**src/rtl/ardm_pkg.sv**
```systemverilog
`default_nettype none

package ardm_pkg;

    localparam int FRAC_BITS = 8;

    localparam int MAG_W      = 20;
    localparam int FULL_SCALE = 256000;

    localparam int Q_FRAC    = 30;
    localparam int Q_W       = Q_FRAC + 1;
    localparam int DIV_STEPS = Q_W;

    localparam int F_W = Q_FRAC + 2;

    localparam int SCALE   = 100 << FRAC_BITS;
    localparam int SCALE_W = $clog2(SCALE + 1);
    localparam int PROD_W  = Q_W + SCALE_W;
    localparam int P_W     = PROD_W - Q_FRAC;
    localparam int POWER_W = 16;
    localparam int PX_W    = (P_W > POWER_W) ? P_W : POWER_W;
    localparam int PMAG_W  = POWER_W - 1;
    localparam int PMAX    = (1 << PMAG_W) - 1;

    localparam int DZ_W     = 7;
    localparam int RATING_W = 9;
    localparam int CFG_W    = 9;
    localparam int CFG_IDX_W = 2;

    localparam logic [DZ_W-1:0]     DZ_RESET     = 7'd5;
    localparam logic [RATING_W-1:0] RATING_RESET = 9'd128;

    typedef enum logic [CFG_IDX_W-1:0] {
        CFG_DEAD_ZONE   = 2'd0,
        CFG_FWD_RATING  = 2'd1,
        CFG_TURN_RATING = 2'd2
    } t_cfg_idx;

    typedef struct packed {
        logic [DZ_W-1:0]     dead_zone;
        logic [RATING_W-1:0] fwd_rating;
        logic [RATING_W-1:0] turn_rating;
    } t_cfg;

    typedef struct packed {
        logic             neg;
        logic [MAG_W-1:0] mag;
    } t_side;

    typedef struct packed {
        t_side            left;
        t_side            right;
        logic [MAG_W-1:0] den;
    } t_norm;

    typedef struct packed {
        logic           neg;
        logic [Q_W-1:0] quo;
    } t_ratio;

endpackage

`default_nettype wire

```
**src/rtl/ardm_mix.sv**
```systemverilog
`default_nettype none

module ardm_mix (
    input  logic                i_clk,
    input  logic                i_rst_n,
    input  logic                i_en,
    input  ardm_pkg::t_cfg      i_cfg,
    input  logic                i_vld,
    input  logic signed [7:0]   i_fwd_now,
    input  logic signed [7:0]   i_fwd_prev,
    input  logic signed [7:0]   i_turn_now,
    input  logic signed [7:0]   i_turn_prev,
    output logic                o_vld,
    output ardm_pkg::t_norm     o_norm
);
    import ardm_pkg::*;

    typedef struct packed {
        logic [11:0] k_now;
        logic [11:0] k_prev;
    } t_coef;

    function automatic t_coef axis_coef(input logic [RATING_W-1:0] rating,
                                        input logic [DZ_W-1:0] dz,
                                        input logic signed [7:0] now);
        logic [RATING_W-1:0] rc;
        logic [7:0]          mag;
        logic [11:0]         five_r;
        t_coef               res;
        rc     = (rating > 9'd256) ? 9'd256 : rating;
        mag    = now[7] ? 8'(-now) : 8'(now);
        five_r = 12'({rc, 2'b00}) + 12'(rc);
        if (mag > {1'b0, dz}) begin
            res.k_now  = 12'd1024 + five_r;
            res.k_prev = 12'd1536 - five_r;
        end else begin
            res.k_now  = '0;
            res.k_prev = 12'd768 - 12'({rc, 1'b0});
        end
        return res;
    endfunction

    t_coef n_fc;
    t_coef n_tc;
    logic signed [20:0] n_fp1, n_fp2, n_tp1, n_tp2;
    logic signed [20:0] r_fp1, r_fp2, r_tp1, r_tp2;
    logic signed [21:0] n_sf, n_st, n_l, n_r;
    logic signed [21:0] r_l, r_r;
    logic [MAG_W-1:0]   n_al, n_ar, n_m;
    t_norm              n_norm;
    t_norm              r_norm;
    logic [2:0]         r_vld;

    always_comb begin
        n_fc  = axis_coef(i_cfg.fwd_rating, i_cfg.dead_zone, i_fwd_now);
        n_tc  = axis_coef(i_cfg.turn_rating, i_cfg.dead_zone, i_turn_now);
        n_fp1 = i_fwd_now   * $signed({1'b0, n_fc.k_now});
        n_fp2 = i_fwd_prev  * $signed({1'b0, n_fc.k_prev});
        n_tp1 = i_turn_now  * $signed({1'b0, n_tc.k_now});
        n_tp2 = i_turn_prev * $signed({1'b0, n_tc.k_prev});
    end

    always_comb begin
        n_sf = r_fp1 + r_fp2;
        n_st = r_tp1 + r_tp2;
        n_l  = n_sf + n_st;
        n_r  = n_sf - n_st;
    end

    always_comb begin
        n_al = MAG_W'(r_l[21] ? -r_l : r_l);
        n_ar = MAG_W'(r_r[21] ? -r_r : r_r);
        n_m  = (n_al > n_ar) ? n_al : n_ar;
        n_norm.left.neg  = r_l[21];
        n_norm.left.mag  = n_al;
        n_norm.right.neg = r_r[21];
        n_norm.right.mag = n_ar;
        n_norm.den       = (n_m > MAG_W'(FULL_SCALE)) ? n_m : MAG_W'(FULL_SCALE);
    end

    always_ff @(posedge i_clk) begin
        if (!i_rst_n) begin
            r_vld <= '0;
        end else if (i_en) begin
            r_vld <= {r_vld[1:0], i_vld};
        end
    end

    always_ff @(posedge i_clk) begin
        if (i_en) begin
            r_fp1  <= n_fp1;
            r_fp2  <= n_fp2;
            r_tp1  <= n_tp1;
            r_tp2  <= n_tp2;
            r_l    <= n_l;
            r_r    <= n_r;
            r_norm <= n_norm;
        end
    end

    assign o_vld  = r_vld[2];
    assign o_norm = r_norm;

endmodule

`default_nettype wire

```
**config.mk**
```make
export PLATFORM = sky130hd
export DESIGN_NAME = ardm_mix
export DESIGN_NICKNAME = d
export VERILOG_FILES = /design/src/rtl/ardm_pkg.sv /design/src/rtl/ardm_mix.sv
export SDC_FILE = /design/constraint.sdc
export NUM_CORES = 1
export LEC_CHECK = 0
export BUFFER_PORTS_ARGS = -buffer_cell sky130_fd_sc_hd__buf_2
export CAP_MARGIN = 20
export CORE_UTILIZATION = 60
export CTS_CLUSTER_DIAMETER = 40
export CTS_CLUSTER_SIZE = 16
export DETAILED_ROUTE_END_ITERATION = 16
export GPL_ROUTABILITY_DRIVEN = 0
export PLACE_DENSITY = 0.87
export REMOVE_ABC_BUFFERS = 1
export SYNTH_ARGS = -nofsm -noshare
export SYNTH_HDL_FRONTEND = slang
export SYNTH_SLANG_ARGS = --single-unit
export TNS_END_PERCENT = 100
```
**constraint.sdc**
```tcl
create_clock -name i_clk -period 8.93 [get_ports i_clk]
set_input_delay 0.4465 -clock i_clk [delete_from_list [all_inputs] [get_ports i_clk]]
set_output_delay 0.4465 -clock i_clk [all_outputs]
set_load 0.005 [all_outputs]
```
# Word-level counts from Yosys, hierarchy flattened
# Cells that the tools add are included.
[totals]
reg_bits = 193
input_bits = 61
output_inout_bits = 63
word_cells = 47
[classes]
addsub = 16
multipliers = 4
order_cmp = 6
n_mux = 9
[op_table]
columns = ["op", "n"]
rows = [
  ["$mul 8x13->21", 4],
  ["$mux 20", 3],
  ["$mux 24", 2],
  ["$add 21x21->22", 2],
  ["$neg 20->20", 2],
  ["$add 11x12->12 const A", 2],
  ["$add 11x9->12", 2],
  ["$sub 11x12->12 const A", 2],
  ["$add 22x22->22", 1],
  ["$sub 10x10->11 const A", 2],
  ["$sub 22x22->22", 1],
  ["$gt 20x18->1 const B", 1],
  ["$gt 20x20->1", 1],
  ["$gt 9x9->1 const B", 2],
  ["$mux 9", 2],
  ["$gt 8x7->1", 2],
  ["$mux 8", 2],
  ["$neg 8->8", 2],
]

# Logic depth before layout (Yosys ltp)
[depth]
depth_word = 6
depth_mapped = 34
depth_no_buf = 32

# Worst setup path before layout
# OpenSTA, ideal clock, no wires.
[synth_path]
path_type = "in2reg"
from = "input port i_turn_now[0]"
to = "register r_tp2[19] (data pin)"
setup_ns = 0.258
arrival_ns = 7.374
t_required_ns = 8.672
setup_slack_ns = 1.298
path_stages = 31
path_buffers = 2
path_cell_list = "clkbuf_1 inv_1 ha_1 nand2_1 o21ai_0 ha_1 nor2b_1 o21a_1 o21a_1 o21a_1 o21a_1 o21a_1 o22ai_1 clkbuf_1 nand3_1 a21bo_2 fa_1 inv_1 fa_1 fa_1 inv_1 fa_1 inv_1 ha_1 a21oi_1 o21ai_0 a2111oi_0 nor3_1 or3_1 a21oi_1 xnor2_1"
[synth_between]
elab_chain_cells = 5
[synth_lines]
columns = ["item", "line_no", "source"]
rows = [
  ["start, declared", "ardm_mix.sv:11", "input logic signed [7:0] i_turn_now,"],
  ["$neg 8->8", "ardm_mix.sv:31", "mag = now[7] ? 8'(-now) : 8'(now);"],
  ["$mux 8 (*)", "ardm_mix.sv:31", ""],
  ["$gt 8x7->1 (*)", "ardm_mix.sv:33", "if (mag > {1'b0, dz}) begin"],
  ["$mux 24 (*)", "ardm_mix.sv:33", ""],
  ["$mul 8x13->21 (*)", "ardm_mix.sv:60", "n_tp2 = i_turn_prev * $signed({1'b0, n_tc.k_prev});"],
  ["net n_tp2[19]", "ardm_mix.sv:45", "logic signed [20:0] n_fp1, n_fp2, n_tp1, n_tp2;"],
  ["end signal, assigned", "ardm_mix.sv:94", "r_tp2 <= n_tp2;"],
  ["end, declared", "ardm_mix.sv:46", "logic signed [20:0] r_fp1, r_fp2, r_tp1, r_tp2;"],
]
# Mark *: on every way through the listed nets, which the timed path passes. The rest lies on a longest branch.
# A chain may end at the register's enable or synchronous reset.

# Worst setup path after layout
# Same ends and word-level chain as after synthesis.

==> impl_metrics.toml <==
[status]
outcome = "completed"

[sta]
finalCritPeriodShare = 0.9191
tns_ns = 0
rsz0062_at_grt = "false"
slew_headroom = 0.2488
setup_ws_ns = 0.7222
hold_viol_final = 0
max_freq_mhz = 121.8
worst_pin_slew_ns = 1.117
period_needed_ns = 8.208
finClkSkew_ns = 0.01838
setup_viol = 0
maxSlewViolCount = 0

[synthesis]
ys_warn_count = 0
yosysUniqueCellTypes = 79
synthArstFlopShare = 0
yosysSeqAreaShare = 0.2135
synth_cells = 2811
synth-edff-count = 186
ys_ff_latch = 189
syn_area_sq_um = 26440
synthFlopType = "edfxtp_1"
syn_avg_cell_area_sq_um = 9.407

[routing]
antenna_left = 0
vias_per_cell = 6.043
first_pass_iters = 6
drc = 0
vias = 21023
drt_iter0_markers = 1962
drt-total-wl_mm = 62.05
wl_per_cell_um = 17.84

[setup_path]
reg2reg_from = "r_l[0]"
arrival_ns = 8.40
crit_path_start = "i_turn_now[0]"
crit_required_ns = 9.12
cp-start-kind = "primary input"
cp-end-kind = "register"
ff2ff_path_depth = 17
critical-path-max-stage-delay_ns = 0.84
cp_slowest_cell = "o21ai_0"
path_class = "primary input to register"
ff2ff_setup_slack_ns = 3.10
worstPathMaxFanout = 15
critPathMostFrequentCell = "o21a_1"

[finish]
n_fill_cell = 3292
drive_above_1_share = 0.07259
syn_to_final_growth_pct = 6.534
design_area_sq_um = 28170
layout.nets = 3532

[run]
drv_cap = 0

[clocking]
clk_latency_ns = 0.45
cts_max_level = 4
cts-root-buf = "clkbuf_16"
cts_buffers = 17
post_cts_buffers = 0
cts_tree = "built"
clock_sinks = 189
path_clk_slew_ns = 0.07
ctsResizeCount = 0
hold_buffers = 0
clockBufferDepth = 2

[global_routing]
antenna_found_initial = 3
grt_usage = 0.2849
grt_max_degree = 122
grt_pass1_vias = 21442
grt_pass1_wl_mm = 103.1
grt-ovfl-total = 0

[die]
die_area_sq_um = 44920
row_count = 76
die_h_um = 211.9
die_width_um = 211.9
start_util = 0.6112
core_sq_um = 43270
boundaryPins = 124

[placement]
pre_cts_ws_ns = 0.3463
portBuffers = 123
hpwlAfterDp_mm = 49.30
placed_area_sq_um = 27550

[min_path]
hold_class = "primary input to register"
holdPathStages = 2
hold_start = "i_rst_n"
metal layers:
layer,up-vias,track usage,wire [um]
met1,10079,0.3481,24580
li1,9687,-,-
met3,225,0.04228,4530
met4,4,0.1349,2793
met5,-,0,23
met2,1028,0.4933,30130
worst max-delay path: cells and delay by family:
kind | cells | cell delay, ns
AND/OR/NAND/NOR | 4 | 0.75
buffers and inverters | 4 | 0.46
adder cells (fa/ha/maj) | 7 | 2.83
XOR/XNOR | 1 | 0.09
AO/OA/AOI/OAI | 14 | 3.79
through the flow:
| stage | instances | hold WS [ns] | util |
|---|---|---|---|
| CTS | 3476 | 0.2326 | 0.6507 |
| floorplan | 2719 | 0.4824 | - |
| global placement | 3444 | 0.4918 | 0.6368 |
| finish | 3479 | 0.2427 | 0.6511 |
| detailed placement | 3444 | 0.5156 | 0.6368 |
| global route | 3478 | 0.2413 | 0.6511 |
cells by family (layout without fill, tap and decap cells):
group           count (synthesis)  in the layout  synth area share
flops                         189            189            0.2135
fa+ha+maj                     591            591            0.3506
simple gates                  714            714            0.1442
other cells                     0              1                 0
buf+inv                       547            629           0.07887
compound gates                547            547            0.1380
xor+xnor                      214            214           0.07116
mux                             9              9          0.003643
final timing paths:
kind | endpoint
worst min register to register | r_vld[1]
worst max-delay path | r_tp2[19]
worst max register to register | o_norm[7]
worst min-delay path | r_vld[1]
cell usage after synthesis, drive strengths merged, types with 4 or more instances:
library cell    n  area [sq um]
o21a           30         225.2
o31ai          21         171.4
mux2i           7         70.07
or4             8         67.56
xor2           73         646.9
edfxtp        186          5585
nor2          105         394.1
nor2b          36         225.2
o21bai         16         120.1
nor3b          30         225.2
o41ai           9         78.83
ha            341          4267
fa            250          5005
a2111oi        14         122.6
clkbuf         83         312.8
inv           452          1697
a31oi           9         56.30
o21ai         101         505.5
o22a            4         35.03
o211ai         10         75.07
a21bo          14         140.1
or3            24         155.1
a21boi         98         735.7
a21oi         129         645.6
nand3          73         365.4
nor3           59         295.3
nor4b           4         35.03
nand2b         22         137.6
and2           69         434.2
a211oi         14         110.1
or2            10         62.56
and3          117         732.0
buf             9         65.05
a21o           46         345.3
nand2         128         480.5
xnor2         141          1235
a211o           6         52.55
o2111ai         4         35.03
nand4          13         81.33
nor4            5         31.28
nand3b          6         45.04
cell type report:
type,instances,area (sq um),area share
Antenna cell,1,2.502,0.00008883
Clock buffer,18,429.2,0.01523
Clock inverter,14,173.9,0.006173
Inverter,455,1708,0.06062
Multi-Input combinational cell,2075,18720,0.6644
Sequential cell,189,5645,0.2004
Tap cell,585,732.0,0.02598
Timing Repair Buffer,142,764.5,0.02714
flip-flops by register name (all words and copies together), names as in the netlist:
signal / count
r_tp1: 21
r_r: 20
r_fp2: 21
r_l: 21
r_fp1: 21
r_tp2: 21
o_norm: 61
r_vld: 3
placed cells by master (no fill, tap or decap), types with 105 or more instances in the layout:
cell type  instances
ha_1             341
nor2_1           105
fa_1             250
and3_1           117
xnor2_1          141
buf_2            122
nand2_1          128
edfxtp_1         186
a21oi_1          129
inv_1            452
Power is not shown: default switching activity piles up to over one toggle a cycle in this logic, so the estimate is an artifact.
